File: src/rtl/core/wol_pkg.sv
package wol_pkg;

  // Field widths fixed by the item formats.
  localparam int FRAC_W     = 16;
  localparam int BASE_W     = 25;
  localparam int AMP_W      = 16;
  localparam int PITCH_W    = 16;
  localparam int PITCH_FRAC = 12;
  localparam int INC_W      = BASE_W + PITCH_W - PITCH_FRAC;
  localparam int IDX_W      = 9;
  localparam int SMP_W      = 16;

  localparam int CFG_IDX_W  = 1;
  localparam int CFG_DATA_W = BASE_W;

  localparam logic [CFG_IDX_W-1:0] CFG_BASE_INC  = 1'b0;
  localparam logic [CFG_IDX_W-1:0] CFG_AMPLITUDE = 1'b1;

  localparam logic [BASE_W-1:0] BASE_INC_RESET  = '0;
  localparam logic [AMP_W-1:0]  AMPLITUDE_RESET = 16'd32768;

  localparam logic CMD_RENDER = 1'b0;
  localparam logic CMD_WRITE  = 1'b1;

  typedef struct packed {
    logic                     cmd;
    logic [IDX_W-1:0]         table_index;
    logic signed [SMP_W-1:0]  table_value;
    logic [PITCH_W-1:0]       pitch_factor;
    logic signed [SMP_W-1:0]  mix_in;
  } in_item_t;

  typedef struct packed {
    logic signed [SMP_W-1:0]  sample_out;
    logic                     saturated;
  } out_item_t;

  // One classified job between front and back.
  typedef struct packed {
    logic                     is_write;
    logic [IDX_W-1:0]         index;
    logic signed [SMP_W-1:0]  value;
    logic [PITCH_W-1:0]       pitch;
    logic signed [SMP_W-1:0]  mix;
  } job_t;

  typedef enum logic [2:0] {
    S_IDLE,
    S_READ_B,
    S_INTERP,
    S_SCALE,
    S_OUT,
    S_WRAP
  } back_state_t;

endpackage

File: src/rtl/core/wol_front.sv
module wol_front #(
  parameter int TABLE_LENGTH = 512
) (
  input  logic              clk,
  input  logic              rst_n,
  input  logic              in_valid,
  output logic              in_ready,
  input  wol_pkg::in_item_t in_data,
  output logic              job_valid,
  output wol_pkg::job_t     job,
  input  logic              job_pop
);
  import wol_pkg::*;

  localparam logic [16:0] TL = 17'(TABLE_LENGTH);

  job_t       q_r [2];
  logic       wr_ptr_r, wr_ptr_nxt;
  logic       rd_ptr_r, rd_ptr_nxt;
  logic [1:0] count_r, count_nxt;
  logic       keep;
  logic       push;
  job_t       entry;

  assign in_ready  = (count_r != 2'd2);
  assign job_valid = (count_r != 2'd0);
  assign job       = q_r[rd_ptr_r];

  // Writes aimed past the end of the table are consumed and dropped here.
  always_comb begin
    keep = (in_data.cmd == CMD_RENDER) || (17'(in_data.table_index) < TL);
    push = in_valid && in_ready && keep;
    entry.is_write = (in_data.cmd == CMD_WRITE);
    entry.index    = in_data.table_index;
    entry.value    = in_data.table_value;
    entry.pitch    = in_data.pitch_factor;
    entry.mix      = in_data.mix_in;
    wr_ptr_nxt = push ? ~wr_ptr_r : wr_ptr_r;
    rd_ptr_nxt = job_pop ? ~rd_ptr_r : rd_ptr_r;
    count_nxt  = count_r + 2'(push) - 2'(job_pop);
  end

  always_ff @(posedge clk) begin
    if (!rst_n) begin
      wr_ptr_r <= 1'b0;
      rd_ptr_r <= 1'b0;
      count_r  <= 2'd0;
    end else begin
      wr_ptr_r <= wr_ptr_nxt;
      rd_ptr_r <= rd_ptr_nxt;
      count_r  <= count_nxt;
    end
  end

  always_ff @(posedge clk) begin
    if (push) begin
      q_r[wr_ptr_r] <= entry;
    end
  end

endmodule

File: config.mk
export PLATFORM = sky130hd
export DESIGN_NAME = wol_front
export DESIGN_NICKNAME = d
export VERILOG_FILES = /design/src/rtl/core/wol_pkg.sv /design/src/rtl/core/wol_front.sv
export SDC_FILE = /design/constraint.sdc
export NUM_CORES = 1
export LEC_CHECK = 0
export ABC_AREA = 1
export BUFFER_PORTS_ARGS = -buffer_cell sky130_fd_sc_hd__buf_2
export CAP_MARGIN = 10
export CELL_PAD_IN_SITES_DETAIL_PLACEMENT = 0
export CELL_PAD_IN_SITES_GLOBAL_PLACEMENT = 1
export CORE_MARGIN = 3
export CORE_UTILIZATION = 35
export DETAILED_ROUTE_END_ITERATION = 10
export PLACE_DENSITY = 0.71
export SYNTH_ARGS = -nofsm -noshare
export SYNTH_HDL_FRONTEND = slang
export SYNTH_SLANG_ARGS = --single-unit
File: constraint.sdc
create_clock -name clk -period 3.33 [get_ports clk]
set_clock_uncertainty 0.15 [all_clocks]
set_input_delay 0.333 -clock clk [delete_from_list [all_inputs] [get_ports clk]]
set_output_delay 0.333 -clock clk [all_outputs]
set_load 0.05 [all_outputs]
==> Yosys cells after proc, flatten, opt, wreduce, memory -nomap -nowiden <==
Memories as Yosys holds them, arrays and structs flattened. A register that Yosys moved wholly into a read port is not among the register bits.
Cells that the tools add are included.
{ "totals": {"reg_bits": 4, "ramBits": 116, "in_bits": 62, "n_memories": 1} }
{ "mem_list": {"columns": ["name", "words", "width", "read_ports", "rd_clocked_by_memory_dff", "write_ports", "line_no", "rtl"], "rows": [
  ["q_r", 2, 58, 1, 1, 1, "wol_front.sv:17", "job_t q_r [2];"]
]} }
{ "classes": {"add_sub_neg": 2, "n_eq_ne": 1, "muxes": 4, "bitwise_logic": 2, "n_reduce_logical": 2} }
{ "ops": {"columns": ["op", "count"], "rows": [
  ["$mux 1", 4],
  ["$add 2x1->2", 1],
  ["$ne 2x2->1 const B", 1],
  ["$not 1->1", 2],
  ["$reduce_bool 2->1", 1],
  ["$sub 2x1->2", 1],
  ["$logic_and 1x1->1", 1]
]} }

==> Logic depth before layout (Yosys ltp) <==
Gate-level depths: netlist of the first run.
{ "logic_depth": {"ltp_word": 4, "ltp_mapped": 11, "mapped_depth_nobuf": 11} }

==> Worst setup path after synthesis of the first run <==
No wires, ideal clock.
{ "synth_timing": {"path_kind": "flip-flop to flip-flop", "startpoint": "register count_r[0]", "endpoint": "memory q_r[1][0] (netlist name) (enable)", "arrival_ns": 3.462, "required_time_ns": 2.704, "setup_slack_ns": -0.758, "path_stages_with_launch": 5, "period_less_slack_ns": 4.088, "cell_sequence": "dfxtp_1 > inv_1 > nand2_1 > nand2_1 > nor2_1"} }
{ "synth_between": {"elab_chain_cells": 4} }
{ "synth_lines": {"columns": ["element", "line_no", "rtl"], "rows": [
  ["start, declared", "wol_front.sv:20", "logic [1:0] count_r, count_nxt;"],
  ["start signal, assigned", "wol_front.sv:51", "count_r <= count_nxt;"],
  ["$ne 2x2->1", "wol_front.sv:25", "assign in_ready = (count_r != 2'd2);"],
  ["named net in_ready", "wol_front.sv:7", "output logic in_ready,"],
  ["$logic_and 1x1->1", "wol_front.sv:32", "push = in_valid && in_ready && keep;"],
  ["$mux 1", "wol_front.sv:56", "if (push) begin"],
  ["$mux 1 (implied by the code)", "wol_front.sv:57", "q_r[wr_ptr_r] <= entry;"],
  ["end, declared", "wol_front.sv:17", null]
]} }
The timed path passes the listed nets, and every way through them passes these cells.

==> metrics.txt, run 1 <==
status=completed; RePlAce Congestion=between 0.6 and 0.7; largest net degree at the start of global routing=59; setup TNS=0 ps; EDFF count, synth=116; first-pass GRT wire length=13700 um; final worst-path cycle share=0.742; Cell variety after synth=13; Worst EP arrival=1990 ps; Pre-antenna DRT Iters=4; initial antenna violation count=0; Critical Path RT=roughly 2900 ps; io pins=122; minimum clock period=2470 ps; Worst-Margin Slew=a little under 900 ps; vias in the first global route=2775; Die H=119 um; clock latency on the worst-skew pair=390 ps; synthesized area per cell=21.0 sq um; CP delay by family, top=flip-flops; Area Overhead vs Synth=45.7%; H-tree depth=4; die area=14200 sq um; buffers and inverters on the worst path=1; asr flop ratio synth=0; slowest CP cell=dfxtp_4; Clock Pin Slew Worst Setup and Hold Paths=50 ps; GRT overflow=0; Via density=4.22; WL met1=3610 um; routed length on met2=4250 um; top-count cell post-synth=edfxtp_1; RSZ-0062 raised after global routing=false; root buf cell=clkbuf_16; DR top layer=met4; cell count after synthesis=213; Core Box Area=around 12000 sq um; CP cell instances=mux2_2 > buf_2; ys flop type=edfxtp_1; CTS tree=built; total routed wirelength=8470 um; CTS sink count=roughly 120; final setup vio count=0; met3 wire len=558 um; Synthesized Nets=276; commonest cells in the netlist=116 x edfxtp_1, 38 x mux2_2, 20 x mux2_4; Seq/Total Area, Yosys=0.800; diode count=0; placed wire-length estimate=5250 um; DR WL/cell=between 10 and 15 um; fraction of final layout cells sized beyond drive strength 1=0.512; CTS Buf Count=17; CP peak stage delay=about 940 ps; synthesized area=4480 sq um; initial core utilization=0.366; Setup CP Type=reg -> out; via count=between 2000 and 2500; Die X=119 um; Leak=about 2.5 nW; initial DRC count=88; CP Capture Type=output pin; cell row count=40; Routed Antenna Nets=0; number of synthesized register bits=121; Hold WC Path Type=in -> reg; top post-synthesis cells by area=edfxtp_1 78%, mux2_2 9.5%, mux2_4 6.7%, dfxtp_1 2.2%, nand2_1 1.0%; Startpoint Class=flop; Total GRT Usage=0.126; max_slew headroom=0.406; power density cells=703 nW/um^2; maximum VDD drop=392 uV; DR DRC count=0; flop2flop setup slack=1520 ps; # nets final=472; CP max FO=58; Slew Viols, Final=0; Power Total=roughly 0.0046 W; Synth top area share=0.777; Yosys Warn Count=0; port bufs=121; Max Clk Rate=405 MHz; dominant cell type by area after synthesis=edfxtp_1; Max Cap Viol=0; deepest clock path buffer count=2; Final Hold Viols=0
==> metal layers <==
metal,global-route usage,up-vias
li1,-,1219
met1,0.150,1188
met2,0.205,78
met3,0.0480,4
met4,0.0521,0
met5,0,-
==> cell families (layout without fill, tap and decap cells) <==
kind of cell | after synthesis | after routing | synth area share
compound gates | 1 | 1 | 0.00112
xor+xnor | 1 | 1 | 0.00195
fa+ha+maj | 1 | 1 | 0.00279
buf+inv | 11 | 220 | 0.0151
flops | 121 | 121 | 0.800
mux | 58 | 58 | 0.162
simple gates | 20 | 20 | 0.0170
==> flip-flops by register name, summed over array words and instances (netlist names), named ones only <==
signal and cells:
q_r 116, count_r 2, rd_ptr_r 1, wr_ptr_r 1
==> cells in the final DEF, fill, tap and decap left out <==
cell type      synthesis  final
buf_2                  3    121
edfxtp_1             116    116
dlygate4sd3_1          0     58
mux2_2                38     38
mux2_4                20     20
clkbuf_16              0     17
nand2_1               12     12
inv_1                  5      5
nor2_1                 7      5
clkinv_4               0      5
bufinv_16              0      5
dfxtp_1                5      4
buf_4                  0      4
nor2_4                 0      2
clkinvlp_4             0      2
clkinv_1               0      2
xnor2_1                1      1
a21oi_1                1      1
nand3_1                1      1
ha_1                   1      1
dfxtp_4                0      1
inv_6                  0      1
==> stage by stage <==
stage                util  area (sq um)  std cells  setup WS, ps  hold WS (ps)
finish              0.532          6530        590           859          36.8
global route        0.532          6530        590           730          46.5
CTS                 0.532          6530        590           771          18.8
detailed placement  0.432          5300        500          1210           348
global placement    0.432          5300        500          1220           330
floorplan               -          4490        213           204           276
==> where the power goes <==
part | internal (W) | total, W | switching (W)
clock network | 0.00133 | 0.00197 | 0.000643
registers | 0.00182 | 0.00187 | 0.0000528
logic | 0.000244 | 0.000745 | 0.000500
==> final cells by class <==
type	instances	area, sq um
Fill cell	1007	5730
Sequential cell	121	3590
Timing Repair Buffer	183	1220
Multi-Input combinational cell	81	846
Clock buffer	17	425
Clock inverter	15	225
Tap cell	168	210
Inverter	5	18.8
==> worst register-to-register path, cell delays in order, from the launching register on <==
cell,delay (ps)
dfxtp_1,330
inv_1,50
nand2_1,70
nand2_1,240
nor2_4,170
buf_4,430
==> path summary, 6_finish.rpt <==
| kind | start | endpoint | cells after the start |
|---|---|---|---|
| worst min register to register | rd_ptr_r$_SDFFE_PN0P_ | flop | 2 |
| worst max register to register | count_r[0]$_SDFF_PN0_ | q_r[1][24]$_DFFE_PP_ | 5 |
| worst max-delay path | flop | job[29] | 2 |
| worst min-delay path | rst_n | count_r[0]$_SDFF_PN0_ | 3 |
==> repair_timing <==
item,4_1_cts,5_1_grt
endpoints found under the hold margin,116,0
hold buffers,58,0
resized for setup,0,0
setup buffers,0,0
Power figures use the tool's default switching activity.
==> inputs of run 2 (changes only) <==
==> constraint.sdc (replaced) <==
create_clock -name clk -period 2.2 [get_ports clk]
set_clock_uncertainty 0.15 [all_clocks]
set_input_delay 0.22 -clock clk [delete_from_list [all_inputs] [get_ports clk]]
set_output_delay 0.22 -clock clk [all_outputs]
set_load 0.05 [all_outputs]
==> run 2 against run 1 <==
Against the previous run: highest routed layer unchanged; flip-flop and latch count stayed put; combinational power is 60% higher; largest cell class unchanged; sequential share of layout area is 0.54 points higher; critical path depth is 1 higher; setup slack worse by 610 ps; core utilization is 0.52 points lower; critical path type unchanged; via count is 2.1% higher.
==> metrics.txt, run 2 (synthesis results as in run 1) <==
initial core utilization=0.366 (unchanged); FF+latch area=3590 sq um (unchanged); most frequent cells in the layout=121 x buf_2, 116 x edfxtp_1, 60 x dlygate4sd3_1 (was 121 x buf_2, 116 x edfxtp_1, 58 x dlygate4sd3_1); power density cells=984 nW/um^2 (was 703 nW/um^2); Area Overhead vs Synth=44.2% (was 45.7%); CTS Buf Count=17 (unchanged); via count=2542 (was 2489); Total GRT Usage=0.129 (was 0.126); Layout Cells excl Fill=594 (was 590); max FFs per register=116 (unchanged); Biggest register=q_r (unchanged); Setup CP Type=reg -> out (unchanged); root buf cell=clkbuf_16 (unchanged); diode count=0 (unchanged); max_slew headroom=0.707 (was 0.406); Core Box Area=12300 sq um (unchanged); Fillers=1016 (was 1007); port bufs=121 (unchanged); CP peak stage delay=370 ps (was 940 ps); vias in the first global route=2780 (was 2775); Worst-Margin Slew=439 ps (was 891 ps); Pre-antenna DRT Iters=4 (unchanged); total routed wirelength=8650 um (was 8470 um); Final Hold Viols=0 (unchanged); final setup vio count=0 (unchanged); deepest clock path buffer count=2 (unchanged); CP cell instances=buf_12 > mux2_2 > buf_2 (was mux2_2 > buf_2); CP Capture Type=output pin (unchanged); # nets final=476 (was 472); Leak=2.52 nW (was 2.55 nW); Hold WC Path Type=in -> reg (unchanged); Finished Core Util=0.527 (was 0.532); Die H=119 um (unchanged); Slew Viols, Final=0 (unchanged); Critical Path RT=1830 ps (was 2850 ps); CP delay by family, top=buffers and inverters (was flip-flops); CP max FO=27 (was 58); RSZ-0062 raised after global routing=false (unchanged); die area=14200 sq um (unchanged); Resize count post-CTS=0 (unchanged); post-CTS setup buffers=0 (unchanged); Worst EP arrival=1580 ps (was 1990 ps); minimum clock period=1950 ps; clock latency on the worst-skew pair=400 ps (was 390 ps); Max Clk Rate=512 MHz; H-tree depth=4 (unchanged); fraction of final layout cells sized beyond drive strength 1=0.502 (was 0.512); placed wire-length estimate=5470 um (was 5250 um); Die X=119 um (unchanged); Startpoint Class=flop (unchanged); most common cell after layout, fill and taps aside=buf_2 (unchanged); RePlAce Congestion=0.655 (was 0.695); DR WL/cell=14.6 um (was 14.4 um); area of the multi-input gates=856 sq um (was 846 sq um); final worst-path cycle share=0.888; Clock Pin Slew Worst Setup and Hold Paths=50 ps (about the same); buffers and inverters on the worst path=2 (was 1); GRT overflow=0 (unchanged); initial antenna violation count=0 (unchanged); CTS sink count=121 (unchanged); CTS tree=built (unchanged); first-pass GRT wire length=13800 um (was 13700 um); maximum VDD drop=765 uV (was 392 uV); Routed Antenna Nets=0 (unchanged); initial DRC count=104 (was 88); Via density=4.28 (was 4.22); status=completed (unchanged); Max Cap Viol=0 (unchanged); slowest CP cell=dfxtp_4 (unchanged); cell row count=40 (unchanged); DR DRC count=0 (unchanged); placed cell count=502 (was 500); io pins=122 (unchanged); largest registers=q_r: 116 flops, count_r: 2 flops (unchanged); Hold-fix buffers, CTS=60 (was 58); largest net degree at the start of global routing=32 (was 59); setup TNS=0 ps (unchanged)
run 2: cell count changes in the layout (fill, tap and decap cells not counted), sizes merged:
| cell | previous run | this run |
|---|---|---|
| clkbuf | 17 | 28 |
| bufinv | 5 | 0 |
| clkinv | 7 | 4 |
| buf | 125 | 127 |
| clkinvlp | 2 | 0 |
| dlygate4sd3 | 58 | 60 |
| inv | 6 | 5 |
run 2: worst register-to-register path: stages (launching register included):
cell     delay (ps)
dfxtp_1         330
inv_1            80
nand2_4          60
nand2_2         120
nor2_4          140
buf_4           400
run 2: layout make-up:
class / count / area share
clock buffers: 28 / 0.0768
inverters: 5 / 0.00290
repair buffers: 187 / 0.197
clock inverters: 4 / 0.00310
flip-flops and latches: 121 / 0.555
multi-input cells: 81 / 0.132
well taps: 168 / 0.0325
run 2: worst paths after layout:
kind | from | end | slack [ps] | cells after the start
min reg2reg | rd_ptr_r$_SDFFE_PN0P_ | rd_ptr_r$_SDFFE_PN0P_ | 350 | 2
max | flop | job[1] | 250 | 3
max reg2reg | count_r[0]$_SDFF_PN0_ | q_r[1][7]$_DFFE_PP_ | 550 | 5
min | in_valid | wr_ptr_r$_SDFFE_PN0P_ | 110 | 5
run 2: report_power, final:
| part | leakage, nW | total, W | switching [W] | internal [W] |
|---|---|---|---|---|
| Sequential | 1.12 | 0.00281 | 0.0000477 | 0.00276 |
| Combinational | 1.14 | 0.00119 | 0.000801 | 0.000384 |
| Clock | 0.256 | 0.00237 | 0.000850 | 0.00152 |
run 2: routing by layer:
layer,vias up,part of all wire,routed length (um),global-route usage
met4,0,0.020,173,0.0608
li1,1225,-,-,-
met5,-,0,0,0
met1,1218,0.40,3450,0.139
met3,14,0.069,599,0.0537
met2,85,0.51,4430,0.218
run 2: stage by stage:
step	hold slack (ps)	setup WS, ps	power (W)	area, sq um
4_1_cts	99.7	200	0.00645	6460
2_1_floorplan	163	36.9	0.00368	4510
6_report	114	245	0.00636	6460
3_3_place_gp	258	613	0.00395	5350
3_5_place_dp	262	548	0.00397	5350
5_1_grt	128	179	0.00662	6460
==> inputs of run 3 (changes only) <==
--- a/config.mk
+++ b/config.mk
@@ -14,6 +14,7 @@
 export CORE_UTILIZATION = 35
 export DETAILED_ROUTE_END_ITERATION = 10
 export PLACE_DENSITY = 0.71
+export REMOVE_ABC_BUFFERS = 1
 export SYNTH_ARGS = -nofsm -noshare
 export SYNTH_HDL_FRONTEND = slang
 export SYNTH_SLANG_ARGS = --single-unit
==> run 3 against run 2 <==
Against the previous run: first-iteration DRC count down 12%; combinational power about the same; global-route usage down 0.52 points; die area unchanged; register-to-register slack worse by 40 ps; final cell count up 0.17%.
==> metrics.txt, run 3 (synthesis results as in run 1) <==
status=completed (unchanged); clock latency on the worst-skew pair=400 ps (about the same); Fin Hold WS=219 ps (was 114 ps); deepest clock path buffer count=2 (unchanged); dpl cell area=5360 sq um (was 5350 sq um); Pre-antenna DRT Iters=4 (unchanged); first-pass GRT wire length=13200 um (was 13800 um); minimum clock period=2060 ps (was 1950 ps); CP delay by family, top=flip-flops (was buffers and inverters); CTS Buf Count=17 (unchanged); total routed wirelength=8570 um (was 8650 um); most frequent cells in the layout=121 x buf_2, 116 x edfxtp_1, 60 x dlygate4sd3_1 (unchanged); CP cell instances=buf_12 > mux2_2 > buf_2 (unchanged); cell row count=40 (unchanged); max FFs per register=116 (unchanged); sequential power share=0.413 (was 0.441); Slew Viols, Final=0 (unchanged); root buf cell=clkbuf_16 (unchanged); Clock Pin Slew Worst Setup and Hold Paths=50 ps (about the same); initial DRC count=92 (was 104); vias in the first global route=2722 (was 2780); port bufs=121 (unchanged); via count=2535 (was 2542); buffers and inverters on the worst path=2 (unchanged); max_slew headroom=0.758 (was 0.707); Routed Antenna Nets=0 (unchanged); Sw Ratio=0.261 (was 0.267); RePlAce Congestion=0.646 (was 0.655); H-tree depth=4 (unchanged); final setup vio count=0 (unchanged); Worst EP arrival=1690 ps (was 1580 ps); Final Cell Area=6580 sq um (was 6460 sq um); Total GRT Usage=0.123 (was 0.129); final worst-path cycle share=0.936 (was 0.888); largest registers=q_r: 116 flops, count_r: 2 flops (unchanged); Hold WC Path Type=in -> reg (unchanged); Internal=0.00502 W (was 0.00466 W); DR top layer=met4 (unchanged); fraction of final layout cells sized beyond drive strength 1=0.511 (was 0.502); DR WL/cell=14.4 um (was 14.6 um); CP Capture Type=output pin (unchanged); maximum VDD drop=520 uV (was 765 uV); met3 wire len=469 um (was 599 um); Via density=4.26 (was 4.28); WL met1=3550 um (was 3450 um); Startpoint Class=flop (unchanged); DR DRC count=0 (unchanged); die area=14200 sq um (unchanged); initial core utilization=0.366 (unchanged); largest net degree at the start of global routing=40 (was 32); Final Hold Viols=0 (unchanged); area of the multi-input gates=846 sq um (was 856 sq um); initial antenna violation count=0 (unchanged); Core Box Area=12300 sq um (unchanged); Area Overhead vs Synth=46.9% (was 44.2%); CTS tree=built (unchanged); GRT overflow=0 (unchanged); Combinational Power Share=0.175 (was 0.186); Max Cap Viol=0 (unchanged); Critical Path RT=1830 ps (about the same); io pins=122 (unchanged); Clk pwr share=0.412 (was 0.372); CP max FO=20 (was 27); slowest CP cell=dfxtp_4 (unchanged); placed wire-length estimate=5210 um (was 5470 um); CTS sink count=121 (unchanged); placed cell count=502 (unchanged); Finished Core Util=0.537 (was 0.527); FF+latch area=3590 sq um (unchanged); setup TNS=0 ps (unchanged); Die X=119 um (unchanged); routed length on met2=4410 um (was 4430 um); Psw=0.00178 W (was 0.00170 W); Leak=2.57 nW (was 2.52 nW); Setup CP Type=reg -> out (unchanged); Fillers=982 (was 1016); RSZ-0062 raised after global routing=false (unchanged); power density cells=1030 nW/um^2 (was 984 nW/um^2); most common cell after layout, fill and taps aside=buf_2 (unchanged); Max Clk Rate=485 MHz (was 512 MHz); Biggest register=q_r (unchanged); Worst-Margin Slew=363 ps (was 439 ps); # nets final=477 (was 476); Die H=119 um (unchanged); Layout Cells excl Fill=595 (was 594); diode count=0 (unchanged); CP peak stage delay=480 ps (was 370 ps)
-- run 3: tightest hold or removal path: stages --
cell     delay, ps
buf_2           90
nand2_1        200
nand2_1        120
nand2_1         40
nor2_1          70
-- run 3: timing repair --
action | CTS | global route
hold endpoints to repair | 121 | 0
endpoints found under the setup margin | 0 | 22
hold buffers | 60 | 0
resized for setup | 0 | 0
setup buffers | 0 | 1
-- run 3: stage by stage --
stage	setup slack (ps)	total power, W
6_report	140	0.00680
5_1_grt	80.2	0.00708
4_1_cts	0.760	0.00688
3_5_place_dp	441	0.00397
3_3_place_gp	457	0.00395
2_1_floorplan	-1890	0.00367
-- run 3: layout make-up --
cell class	instances	area share
clock buffer	17	0.0646
clock inverter	15	0.0278
inverter	5	0.00285
multi-input combinational	81	0.128
sequential	121	0.545
tap	168	0.0319
timing repair buffer	188	0.199
-- run 3: worst paths after layout --
path	depth (start not counted)	slack [ps]	endpoint	from
max	3	140	job[16]	flop
min	5	220	wr_ptr_r$_SDFFE_PN0P_	in_valid
max reg2reg	5	510	q_r[0][35]$_DFFE_PP_	count_r[0]$_SDFF_PN0_
min reg2reg	2	350	flop	rd_ptr_r$_SDFFE_PN0P_
-- run 3: power groups by stage --
stage | registers, W | logic [W] | clock network (W)
after floorplan | 0.00287 | 0.000799 | 0
after global placement | 0.00285 | 0.00110 | 0
after detailed placement | 0.00286 | 0.00111 | 0
after CTS | 0.00281 | 0.00119 | 0.00287
after global routing | 0.00282 | 0.00125 | 0.00300
final | 0.00281 | 0.00119 | 0.00280
-- run 3: routing by layer --
layer,global-route usage,vias up
met5,0,-
met4,0.0608,0
met3,0.0461,14
met2,0.211,84
met1,0.134,1205
li1,-,1232
